==> config.mk <==
export PLATFORM = sky130hd
export DESIGN_NAME = mask_centroid_velocity_top
export DESIGN_NICKNAME = d
export VERILOG_FILES = /design/src/design/mcv_pkg.sv /design/src/design/mask_centroid_velocity_top.sv
export VERILOG_INCLUDE_DIRS = /design/src /design/src/design
export SDC_FILE = /design/constraint.sdc
export NUM_CORES = 1
export LEC_CHECK = 0
export ABC_AREA = 1
export BUFFER_PORTS_ARGS = -buffer_cell sky130_fd_sc_hd__buf_2
export CORE_ASPECT_RATIO = 0.6
export CORE_UTILIZATION = 28
export DETAILED_ROUTE_END_ITERATION = 12
export REMOVE_ABC_BUFFERS = 1
export SYNTH_ARGS = -nofsm -noshare
export SYNTH_HDL_FRONTEND = slang
export SYNTH_SLANG_ARGS = --single-unit
==> constraint.sdc <==
create_clock -name clk -period 6.3 [get_ports clk]
set_input_delay 1.26 -clock clk [delete_from_list [all_inputs] [get_ports clk]]
set_output_delay 1.26 -clock clk [all_outputs]
set_load 0.02 [all_outputs]
==> src/design/mask_centroid_velocity_top_defines.svh <==
// ----------------------------------------------------------------------------
// mask_centroid_velocity_top_defines.svh - assertion macros
// Shorthand for the concurrent checks of the mask centroid block.
// ----------------------------------------------------------------------------
`ifndef MASK_CENTROID_VELOCITY_TOP_DEFINES_SVH
`define MASK_CENTROID_VELOCITY_TOP_DEFINES_SVH

// Check a property on every clock edge outside reset
`define MCV_CHECK(lbl, prop, msg) \
  lbl: assert property (@(posedge clk) disable iff (!rst_n) prop) else $error(msg);

// Check that a condition is followed by another in the next cycle
`define MCV_CHECK_NEXT(lbl, pre, post, msg) \
  lbl: assert property (@(posedge clk) disable iff (!rst_n) (pre) |=> (post)) else $error(msg);

`endif

==> src/design/mcv_pkg.sv <==
// ----------------------------------------------------------------------------
// mcv_pkg - shared constants for the mask centroid block
// Field widths, register indexes, reset values and saturation limits.
// ----------------------------------------------------------------------------
package mcv_pkg;

  // Configuration port
  localparam int CFG_W     = 11;
  localparam int CFG_IDX_W = 2;
  localparam logic [CFG_IDX_W-1:0] CFG_IDX_WIDTH  = 2'd0;
  localparam logic [CFG_IDX_W-1:0] CFG_IDX_HEIGHT = 2'd1;
  localparam logic [CFG_W-1:0]     WIDTH_RESET    = 11'd640;
  localparam logic [CFG_W-1:0]     HEIGHT_RESET   = 11'd480;

  // Input beat fields
  localparam int MASK_W = 8;
  localparam int TIME_W = 32;
  localparam logic [MASK_W-1:0] OBJECT_VALUE = 8'd255;

  // Result beat fields
  localparam int POS_W    = 14;
  localparam int VEL_W    = 19;
  localparam int VEL_FRAC = 8;
  localparam logic [VEL_W-1:0] VEL_MAX = 19'h3FFFF;
  localparam logic [VEL_W-1:0] VEL_MIN = 19'h40000;

  // Stream widths
  localparam int IN_DATA_W  = 40;
  localparam int OUT_DATA_W = 72;
  localparam int OUT_USER_W = 2;

  // Parameter defaults
  localparam int DEF_MAX_WIDTH     = 1024;
  localparam int DEF_MAX_HEIGHT    = 1024;
  localparam int DEF_POS_FRAC_BITS = 4;

endpackage

==> src/design/mask_centroid_velocity_top.sv <==
// ----------------------------------------------------------------------------
// mask_centroid_velocity_top - binary mask centroid and velocity
// Sums the coordinates of object pixels over a raster frame, then divides
// with one shared restoring divider to get centroid and velocity.
// ----------------------------------------------------------------------------
// Channel | Dir | Beat contents
// in_     | in  | one mask pixel with the frame timestamp
// out_    | out | centroid, velocity and status flags of one frame
// cfg_    | in  | frame width / height register writes
//
// Pixels are taken while idle; the last pixel of a frame also starts the
// divider: two divisions for the centroid and two for the velocity, each with
// a QW-bit quotient (QW = 18 at default parameters), then the result is posted.
// Zero elapsed time skips the velocity divisions; an empty mask skips all four.
// in_tready stays low from the last pixel until the result is posted; a stalled
// result beat holds the block in ST_DONE. Reset is synchronous.
// ----------------------------------------------------------------------------
`include "mask_centroid_velocity_top_defines.svh"

module mask_centroid_velocity_top
  import mcv_pkg::*;
#(
  parameter int MAX_WIDTH     = DEF_MAX_WIDTH,
  parameter int MAX_HEIGHT    = DEF_MAX_HEIGHT,
  parameter int POS_FRAC_BITS = DEF_POS_FRAC_BITS
) (
  input  logic                  clk,
  input  logic                  rst_n,
  // in_tdata: mask_value[7:0], frame_time[39:8]
  input  logic                  in_tvalid,
  output logic                  in_tready,
  input  logic [IN_DATA_W-1:0]  in_tdata,
  // out_tdata: centroid_x[13:0], centroid_y[27:14], velocity_x[46:28],
  //            velocity_y[65:47], zero fill[71:66]
  // out_tuser: empty_mask[0], no_elapsed[1]
  output logic                  out_tvalid,
  input  logic                  out_tready,
  output logic [OUT_DATA_W-1:0] out_tdata,
  output logic [OUT_USER_W-1:0] out_tuser,
  input  logic                  cfg_we,
  input  logic [CFG_IDX_W-1:0]  cfg_index,
  input  logic [CFG_W-1:0]      cfg_wdata
);

  localparam int COL_W   = $clog2(MAX_WIDTH);
  localparam int ROW_W   = $clog2(MAX_HEIGHT);
  localparam int CNT_W   = $clog2(MAX_WIDTH * MAX_HEIGHT + 1);
  localparam int SUMX_W  = COL_W + CNT_W;
  localparam int SUMY_W  = ROW_W + CNT_W;
  localparam int CRD_W   = (COL_W > ROW_W) ? COL_W : ROW_W;
  localparam int POSQ_W  = CRD_W + POS_FRAC_BITS;
  localparam int VMAG_W  = POS_W + VEL_FRAC - POS_FRAC_BITS;
  localparam int QW      = (POSQ_W > VMAG_W) ? POSQ_W : VMAG_W;
  localparam int DVS_W   = TIME_W;
  localparam int DIV_W   = QW + DVS_W;
  localparam int STP_W   = $clog2(QW);
  localparam int SAT_W   = ((QW > VEL_W) ? QW : VEL_W) + 1;
  localparam int WSZ_A   = $clog2(MAX_WIDTH + 1);
  localparam int HSZ_A   = $clog2(MAX_HEIGHT + 1);
  localparam int WSZ_W   = (CFG_W > WSZ_A) ? CFG_W : WSZ_A;
  localparam int HSZ_W   = (CFG_W > HSZ_A) ? CFG_W : HSZ_A;
  localparam int VSH     = VEL_FRAC - POS_FRAC_BITS;

  typedef enum logic [2:0] {
    ST_IDLE, ST_DIV_X, ST_DIV_Y, ST_DIV_VX, ST_DIV_VY, ST_DONE
  } state_t;

  // Registers
  state_t              state_r, state_nxt;
  logic [CFG_W-1:0]    width_r, width_nxt;
  logic [CFG_W-1:0]    height_r, height_nxt;
  logic [COL_W-1:0]    col_r, col_nxt;
  logic [ROW_W-1:0]    row_r, row_nxt;
  logic [SUMX_W-1:0]   sum_x_r, sum_x_nxt;
  logic [SUMY_W-1:0]   sum_y_r, sum_y_nxt;
  logic [CNT_W-1:0]    cnt_r, cnt_nxt;
  logic [POS_W-1:0]    prev_x_r, prev_x_nxt;
  logic [POS_W-1:0]    prev_y_r, prev_y_nxt;
  logic [TIME_W-1:0]   prev_time_r, prev_time_nxt;
  logic [TIME_W-1:0]   elapsed_r, elapsed_nxt;
  logic                empty_r, empty_nxt;
  logic                noel_r, noel_nxt;
  logic                neg_r, neg_nxt;
  logic [POS_W-1:0]    cx_r, cx_nxt;
  logic [POS_W-1:0]    cy_r, cy_nxt;
  logic [VEL_W-1:0]    vx_r, vx_nxt;
  logic [VEL_W-1:0]    vy_r, vy_nxt;
  logic [DVS_W-1:0]    rem_r, rem_nxt;
  logic [QW-1:0]       q_r, q_nxt;
  logic [DVS_W-1:0]    dvs_r, dvs_nxt;
  logic [STP_W-1:0]    stp_r, stp_nxt;
  logic                out_valid_r, out_valid_nxt;
  logic [POS_W-1:0]    cx_out_r, cx_out_nxt;
  logic [POS_W-1:0]    cy_out_r, cy_out_nxt;
  logic [VEL_W-1:0]    vx_out_r, vx_out_nxt;
  logic [VEL_W-1:0]    vy_out_r, vy_out_nxt;
  logic                empty_out_r, empty_out_nxt;
  logic                noel_out_r, noel_out_nxt;

  // Combinational signals
  logic [MASK_W-1:0]   mask_value;
  logic [TIME_W-1:0]   frame_time;
  logic [WSZ_W-1:0]    w_eff;
  logic [HSZ_W-1:0]    h_eff;
  logic                in_acc;
  logic                hit;
  logic                col_end;
  logic                row_end;
  logic                frame_end;
  logic [SUMX_W-1:0]   sum_x_add;
  logic [SUMY_W-1:0]   sum_y_add;
  logic [CNT_W-1:0]    cnt_add;
  logic [DVS_W:0]      div_ext;
  logic                div_ge;
  logic [DVS_W-1:0]    rem_step;
  logic [QW-1:0]       q_step;
  logic                div_last;
  logic                ld;
  logic [DIV_W-1:0]    ld_dvd;
  logic [DVS_W-1:0]    ld_dvs;
  logic                vsel_y;
  logic [POS_W-1:0]    v_cur;
  logic [POS_W-1:0]    v_prv;
  logic                v_neg;
  logic [POS_W-1:0]    v_mag;
  logic [DIV_W-1:0]    v_dvd;
  logic [SAT_W-1:0]    q_ext;
  logic [VEL_W-1:0]    vel_sat;
  logic                div_busy;
  logic                out_vel_zero;
  logic                out_all_zero;

  assign mask_value = in_tdata[MASK_W-1:0];
  assign frame_time = in_tdata[MASK_W +: TIME_W];
  assign in_tready  = (state_r == ST_IDLE);
  assign in_acc     = in_tvalid && in_tready;

  // Clamp the frame size to 1 .. maximum
  always_comb begin
    if (width_r == '0) begin
      w_eff = WSZ_W'(1);
    end else if (WSZ_W'(width_r) > WSZ_W'(MAX_WIDTH)) begin
      w_eff = WSZ_W'(MAX_WIDTH);
    end else begin
      w_eff = WSZ_W'(width_r);
    end
    if (height_r == '0) begin
      h_eff = HSZ_W'(1);
    end else if (HSZ_W'(height_r) > HSZ_W'(MAX_HEIGHT)) begin
      h_eff = HSZ_W'(MAX_HEIGHT);
    end else begin
      h_eff = HSZ_W'(height_r);
    end
  end

  // Raster position and accumulation of object pixels
  assign hit       = (mask_value == OBJECT_VALUE);
  assign col_end   = (WSZ_W'(col_r) + WSZ_W'(1)) >= w_eff;
  assign row_end   = (HSZ_W'(row_r) + HSZ_W'(1)) >= h_eff;
  assign frame_end = col_end && row_end;
  assign sum_x_add = sum_x_r + (hit ? SUMX_W'(col_r) : '0);
  assign sum_y_add = sum_y_r + (hit ? SUMY_W'(row_r) : '0);
  assign cnt_add   = cnt_r + (hit ? CNT_W'(1) : '0);

  // One restoring divide step: shift in a dividend bit, subtract if it fits
  assign div_ext  = {rem_r, q_r[QW-1]};
  assign div_ge   = div_ext >= {1'b0, dvs_r};
  assign rem_step = div_ge ? DVS_W'(div_ext - {1'b0, dvs_r}) : div_ext[DVS_W-1:0];
  assign q_step   = {q_r[QW-2:0], div_ge};
  assign div_last = (stp_r == '0);

  // Velocity dividend: scaled magnitude of the centroid change
  assign vsel_y = (state_r == ST_DIV_VX);
  assign v_cur  = vsel_y ? cy_r : cx_r;
  assign v_prv  = vsel_y ? prev_y_r : prev_x_r;
  assign v_neg  = v_cur < v_prv;
  assign v_mag  = v_neg ? (v_prv - v_cur) : (v_cur - v_prv);
  assign v_dvd  = DIV_W'(v_mag) << VSH;

  // Saturate the signed velocity quotient
  assign q_ext = SAT_W'(q_step);
  always_comb begin
    if (neg_r) begin
      vel_sat = (q_ext > SAT_W'(VEL_MIN)) ? VEL_MIN : VEL_W'(~q_ext + SAT_W'(1));
    end else begin
      vel_sat = (q_ext > SAT_W'(VEL_MAX)) ? VEL_MAX : VEL_W'(q_ext);
    end
  end

  // Sequencer and next-state logic
  always_comb begin
    state_nxt     = state_r;
    width_nxt     = width_r;
    height_nxt    = height_r;
    col_nxt       = col_r;
    row_nxt       = row_r;
    sum_x_nxt     = sum_x_r;
    sum_y_nxt     = sum_y_r;
    cnt_nxt       = cnt_r;
    prev_x_nxt    = prev_x_r;
    prev_y_nxt    = prev_y_r;
    prev_time_nxt = prev_time_r;
    elapsed_nxt   = elapsed_r;
    empty_nxt     = empty_r;
    noel_nxt      = noel_r;
    neg_nxt       = neg_r;
    cx_nxt        = cx_r;
    cy_nxt        = cy_r;
    vx_nxt        = vx_r;
    vy_nxt        = vy_r;
    out_valid_nxt = out_valid_r;
    cx_out_nxt    = cx_out_r;
    cy_out_nxt    = cy_out_r;
    vx_out_nxt    = vx_out_r;
    vy_out_nxt    = vy_out_r;
    empty_out_nxt = empty_out_r;
    noel_out_nxt  = noel_out_r;
    ld            = 1'b0;
    ld_dvd        = '0;
    ld_dvs        = '0;

    // Register writes
    if (cfg_we && (cfg_index == CFG_IDX_WIDTH)) begin
      width_nxt = cfg_wdata;
    end
    if (cfg_we && (cfg_index == CFG_IDX_HEIGHT)) begin
      height_nxt = cfg_wdata;
    end

    // Drop the result beat once taken
    if (out_valid_r && out_tready) begin
      out_valid_nxt = 1'b0;
    end

    unique case (state_r)
      ST_IDLE: begin
        if (in_acc) begin
          sum_x_nxt = sum_x_add;
          sum_y_nxt = sum_y_add;
          cnt_nxt   = cnt_add;
          if (col_end) begin
            col_nxt = '0;
            row_nxt = row_end ? '0 : (row_r + ROW_W'(1));
          end else begin
            col_nxt = col_r + COL_W'(1);
          end
          if (frame_end) begin
            elapsed_nxt   = frame_time - prev_time_r;
            prev_time_nxt = frame_time;
            empty_nxt     = (cnt_add == '0);
            noel_nxt      = (frame_time == prev_time_r);
            cx_nxt        = '0;
            cy_nxt        = '0;
            vx_nxt        = '0;
            vy_nxt        = '0;
            if (cnt_add == '0) begin
              state_nxt = ST_DONE;
            end else begin
              ld        = 1'b1;
              ld_dvd    = DIV_W'(sum_x_add) << POS_FRAC_BITS;
              ld_dvs    = DVS_W'(cnt_add);
              state_nxt = ST_DIV_X;
            end
          end
        end
      end
      ST_DIV_X: begin
        if (div_last) begin
          cx_nxt    = POS_W'(q_step);
          ld        = 1'b1;
          ld_dvd    = DIV_W'(sum_y_r) << POS_FRAC_BITS;
          ld_dvs    = DVS_W'(cnt_r);
          state_nxt = ST_DIV_Y;
        end
      end
      ST_DIV_Y: begin
        if (div_last) begin
          cy_nxt = POS_W'(q_step);
          if (noel_r) begin
            state_nxt = ST_DONE;
          end else begin
            ld        = 1'b1;
            ld_dvd    = v_dvd;
            ld_dvs    = elapsed_r;
            neg_nxt   = v_neg;
            state_nxt = ST_DIV_VX;
          end
        end
      end
      ST_DIV_VX: begin
        if (div_last) begin
          vx_nxt    = vel_sat;
          ld        = 1'b1;
          ld_dvd    = v_dvd;
          ld_dvs    = elapsed_r;
          neg_nxt   = v_neg;
          state_nxt = ST_DIV_VY;
        end
      end
      ST_DIV_VY: begin
        if (div_last) begin
          vy_nxt    = vel_sat;
          state_nxt = ST_DONE;
        end
      end
      ST_DONE: begin
        // Post the result once the output register is free
        if (!out_valid_r || out_tready) begin
          out_valid_nxt = 1'b1;
          cx_out_nxt    = cx_r;
          cy_out_nxt    = cy_r;
          vx_out_nxt    = vx_r;
          vy_out_nxt    = vy_r;
          empty_out_nxt = empty_r;
          noel_out_nxt  = noel_r;
          if (!empty_r && !noel_r) begin
            prev_x_nxt = cx_r;
            prev_y_nxt = cy_r;
          end
          sum_x_nxt = '0;
          sum_y_nxt = '0;
          cnt_nxt   = '0;
          state_nxt = ST_IDLE;
        end
      end
      default: begin
        state_nxt = ST_IDLE;
      end
    endcase

    // Advance the divider, or load fresh operands
    if (ld) begin
      rem_nxt = ld_dvd[DIV_W-1:QW];
      q_nxt   = ld_dvd[QW-1:0];
      dvs_nxt = ld_dvs;
      stp_nxt = STP_W'(QW - 1);
    end else begin
      rem_nxt = rem_step;
      q_nxt   = q_step;
      dvs_nxt = dvs_r;
      stp_nxt = stp_r - STP_W'(1);
    end
  end

  // State, registered outputs and datapath
  always_ff @(posedge clk) begin
    if (!rst_n) begin
      state_r     <= ST_IDLE;
      width_r     <= WIDTH_RESET;
      height_r    <= HEIGHT_RESET;
      col_r       <= '0;
      row_r       <= '0;
      sum_x_r     <= '0;
      sum_y_r     <= '0;
      cnt_r       <= '0;
      prev_x_r    <= '0;
      prev_y_r    <= '0;
      prev_time_r <= '0;
      out_valid_r <= 1'b0;
    end else begin
      state_r     <= state_nxt;
      width_r     <= width_nxt;
      height_r    <= height_nxt;
      col_r       <= col_nxt;
      row_r       <= row_nxt;
      sum_x_r     <= sum_x_nxt;
      sum_y_r     <= sum_y_nxt;
      cnt_r       <= cnt_nxt;
      prev_x_r    <= prev_x_nxt;
      prev_y_r    <= prev_y_nxt;
      prev_time_r <= prev_time_nxt;
      out_valid_r <= out_valid_nxt;
    end
    elapsed_r   <= elapsed_nxt;
    empty_r     <= empty_nxt;
    noel_r      <= noel_nxt;
    neg_r       <= neg_nxt;
    cx_r        <= cx_nxt;
    cy_r        <= cy_nxt;
    vx_r        <= vx_nxt;
    vy_r        <= vy_nxt;
    rem_r       <= rem_nxt;
    q_r         <= q_nxt;
    dvs_r       <= dvs_nxt;
    stp_r       <= stp_nxt;
    cx_out_r    <= cx_out_nxt;
    cy_out_r    <= cy_out_nxt;
    vx_out_r    <= vx_out_nxt;
    vy_out_r    <= vy_out_nxt;
    empty_out_r <= empty_out_nxt;
    noel_out_r  <= noel_out_nxt;
  end

  // Output beat
  assign out_tvalid = out_valid_r;
  assign out_tdata  = {{(OUT_DATA_W - 2 * POS_W - 2 * VEL_W){1'b0}},
                       vy_out_r, vx_out_r, cy_out_r, cx_out_r};
  assign out_tuser  = {noel_out_r, empty_out_r};

  // Checks
  assign div_busy     = (state_r == ST_DIV_X) || (state_r == ST_DIV_Y) ||
                        (state_r == ST_DIV_VX) || (state_r == ST_DIV_VY);
  assign out_vel_zero = (vx_out_r == '0) && (vy_out_r == '0);
  assign out_all_zero = out_vel_zero && (cx_out_r == '0) && (cy_out_r == '0);
  `MCV_CHECK(a_rem_below_divisor, div_busy |-> (rem_r < dvs_r), "remainder not below divisor")
  `MCV_CHECK_NEXT(a_frame_end_stalls_input, in_acc && frame_end, !in_tready, "input open at end")
  `MCV_CHECK(a_empty_reports_zero, (out_tvalid && empty_out_r) |-> out_all_zero, "empty nonzero")
  `MCV_CHECK(a_no_elapsed_zero_velocity, (out_tvalid && noel_out_r) |-> out_vel_zero, "velocity set")

endmodule
==> metrics <==
vias 22,710; crit share post-route 76.07%; CP delay by family, top compound AO/OA/AOI/OAI gates; I/O pin cnt 134; worst slack, placed 1390 ps; Pleak 12.38 nW; Avg Cell Area, Syn 7.581 um^2; RD Place Congestion 0.9689; Sw Share 38.61%; CTS resizes 0; Min-Delay Path Class flip-flop to flip-flop; crit-path cells inv_2, nand2_1, nor2_2, inv_1, buf_4, buf_4, o21ai_0, inv_1, ha_1, a21oi_1, o21ai_0, a21oi_1, nand2_1, inv_1, nand2_1, nand3_1, nand2_1, o21ai_0, nand3b_1; detailed router's first-iteration violation count 2,529; FF+latch count, synth 445; final worst path period need 4793 ps; Post-synth ARST share 0%; routed vias/inst 4.798; max cap viols 0; Final #Nets 3,679; Main synth FF type dfxtp_1; Synth cell types 50; Worst-Margin Slew 1149 ps; CORE AREA 0.09008 mm^2; antenna-violating nets left 0; EDFF count, synth 201; hold buffer count at cts 0; WL final 79,750 um; routed wire length per instance 16.85 um; Max clock buf depth 3; fmax 208.7 MHz; most common cell after layout, fill and taps aside nand2_1; Core Util, Final 32.48%; max_slew headroom 23.39%; Fin. Hold Viols 0; layout cell share with drive strength beyond 1 8.618%; Worst setup EP type flip-flop; vias in the first global route 20,680; run status complete, no violations; most frequent cells in the layout nand2_1, inv_1, nor2_1; DRC viols 0; Slowest-stage cell, CP o21ai_0; gr ovfl total 0; Post-Syn Instances 3,374; cts bufs inserted 47; Setup Skew 24.56 ps; Tot Pwr 0.01056 W; crit-path max cell delay 650 ps; Root Buffer clkbuf_16; internal power 0.006481 W; clk slew on worst S/H paths 70 ps; Psw 0.004077 W; area growth from synthesis to layout 14.40%; WS Path Type flip-flop to flip-flop; sequential cell area fraction in the yosys report 42.69%; Die Span Y 236.1 um; I/O Buffers 127; Worst Setup Start Kind flip-flop; antenna violations before repair 2; clock network fraction of total power 29.5%; VDD IR max 0.0002400 V; die width 392.2 um; # Post-CTS Setup Buffers 0; PwrDens 360.8 mW/mm^2; Initial Util 28.40%; Ant. Diodes 0; detailed placement HPWL 61,590 um; number of core rows 85; Flop pwr share 35.9%; Required @ worst endpoint 6860 ps; Sink Count 445; Critical Path AT 5350 ps; max-slew violation count 0; critical path peak fanout 28; final setup vio count 0; unrepaired setup endpoints after global routing false; GRT Resource Usage Total 17.02%; First-pass DRT Iterations 8; CTS tree done; Buf/Inv on CP 6; largest net degree at the start of global routing 93; Logic pwr share 34.6%; mapped cell area 0.02558 mm^2; die area 0.09261 mm^2; final worst setup slack 1507 ps; most numerous cell on the critical path nand2_1; Skew-Pair Late Insertion Delay 620 ps; Fin Setup TNS 0 ps; Synthesis Warnings 0; H-tree depth 2; first-pass GRT wire length 122,900 um
synthesized netlist by cell type (all sizes together), types with 2 or more instances:
| master | instances | area (um^2) |
|---|---|---|
| a211oi | 13 | 97.59 |
| a21boi | 6 | 45.04 |
| a21o | 20 | 150.1 |
| a21oi | 297 | 1486 |
| a221oi | 2 | 17.52 |
| a31oi | 6 | 37.54 |
| and2 | 5 | 31.28 |
| and3 | 3 | 18.77 |
| buf | 26 | 161.4 |
| clkbuf | 77 | 289.0 |
| clkinv | 6 | 22.52 |
| dfxtp | 244 | 4885 |
| edfxtp | 201 | 6036 |
| fa | 6 | 120.1 |
| ha | 138 | 1727 |
| inv | 393 | 1475 |
| nand2 | 811 | 3069 |
| nand3 | 201 | 1011 |
| nand3b | 18 | 147.6 |
| nand4 | 41 | 256.5 |
| nor2 | 388 | 1511 |
| nor3 | 47 | 250.2 |
| nor4 | 11 | 68.82 |
| o2111ai | 3 | 26.28 |
| o211ai | 14 | 105.1 |
| o21a | 8 | 60.06 |
| o21ai | 221 | 1106 |
| o21bai | 16 | 120.1 |
| o22ai | 2 | 12.51 |
| o31ai | 2 | 15.01 |
| or2 | 29 | 181.4 |
| xnor2 | 31 | 271.5 |
| xor2 | 83 | 727.0 |
power by group through the flow:
stage / Clock [W] / Sequential (W) / Combinational (W)
finish: 0.00311 / 0.00379 / 0.00366
global route: 0.00328 / 0.00383 / 0.00410
CTS: 0.00317 / 0.00379 / 0.00360
detailed placement: 0 / 0.00385 / 0.00358
global placement: 0 / 0.00385 / 0.00355
floorplan: 0 / 0.00376 / 0.00243
per-layer routing:
layer | part of all wire, % | global-route usage, % | vias to the layer above
met5 | 0 | 0 | -
met4 | 1.5 | 3.267 | 0
met3 | 10 | 5.207 | 64
met2 | 37 | 21.80 | 857
met1 | 51 | 27.01 | 10470
li1 | - | - | 11320
final cells by class:
type	count	area, um^2
fill	9575	60820
multi-input combinational	2432	12760
sequential	445	10920
tap	1218	1524
inverter	399	1498
clock buffer	63	1334
timing repair buffer	152	823.3
clock inverter	25	404.1
final timing paths:
check / start / to / slack (ps) / cells past startpoint
max: state_r[2] / q_r[12] / 1510 / 19
min: vx_r[15] / vx_out_r[15] / 420 / 0
max reg2reg: state_r[2] / q_r[12] / 1510 / 19
min reg2reg: vx_r[15] / vx_out_r[15] / 420 / 0
sequential cells by signal, summed over array words and instances, names as in the netlist, 21 cells and up:
signal       count
sum_y_r         31
sum_x_r         31
cnt_r           21
rem_r           32
dvs_r           32
elapsed_r       32
prev_time_r     32
per-stage QoR:
stage / cells / hold slack (ps) / instance area, um^2
after floorplan: 3276 / 395.2 / 25150
after global placement: 4646 / 401.6 / 27520
after detailed placement: 4646 / 404.5 / 27520
after CTS: 4734 / 418.5 / 29260
after global routing: 4734 / 422.0 / 29260
final: 4734 / 417.6 / 29260
logic make-up (layout without fill, tap and decap cells):
group / count (synthesis) / in the layout / share of synthesized area [%]
flops: 445 / 445 / 42.69
compound gates: 613 / 613 / 12.92
fa+ha+maj: 144 / 144 / 7.220
simple gates: 1554 / 1554 / 25.59
other cells: 1 / 6 / 0.01466
xor+xnor: 114 / 114 / 3.903
buf+inv: 502 / 639 / 7.616
mux: 1 / 1 / 0.03913
No activity file was read; power rests on OpenSTA's default activity.
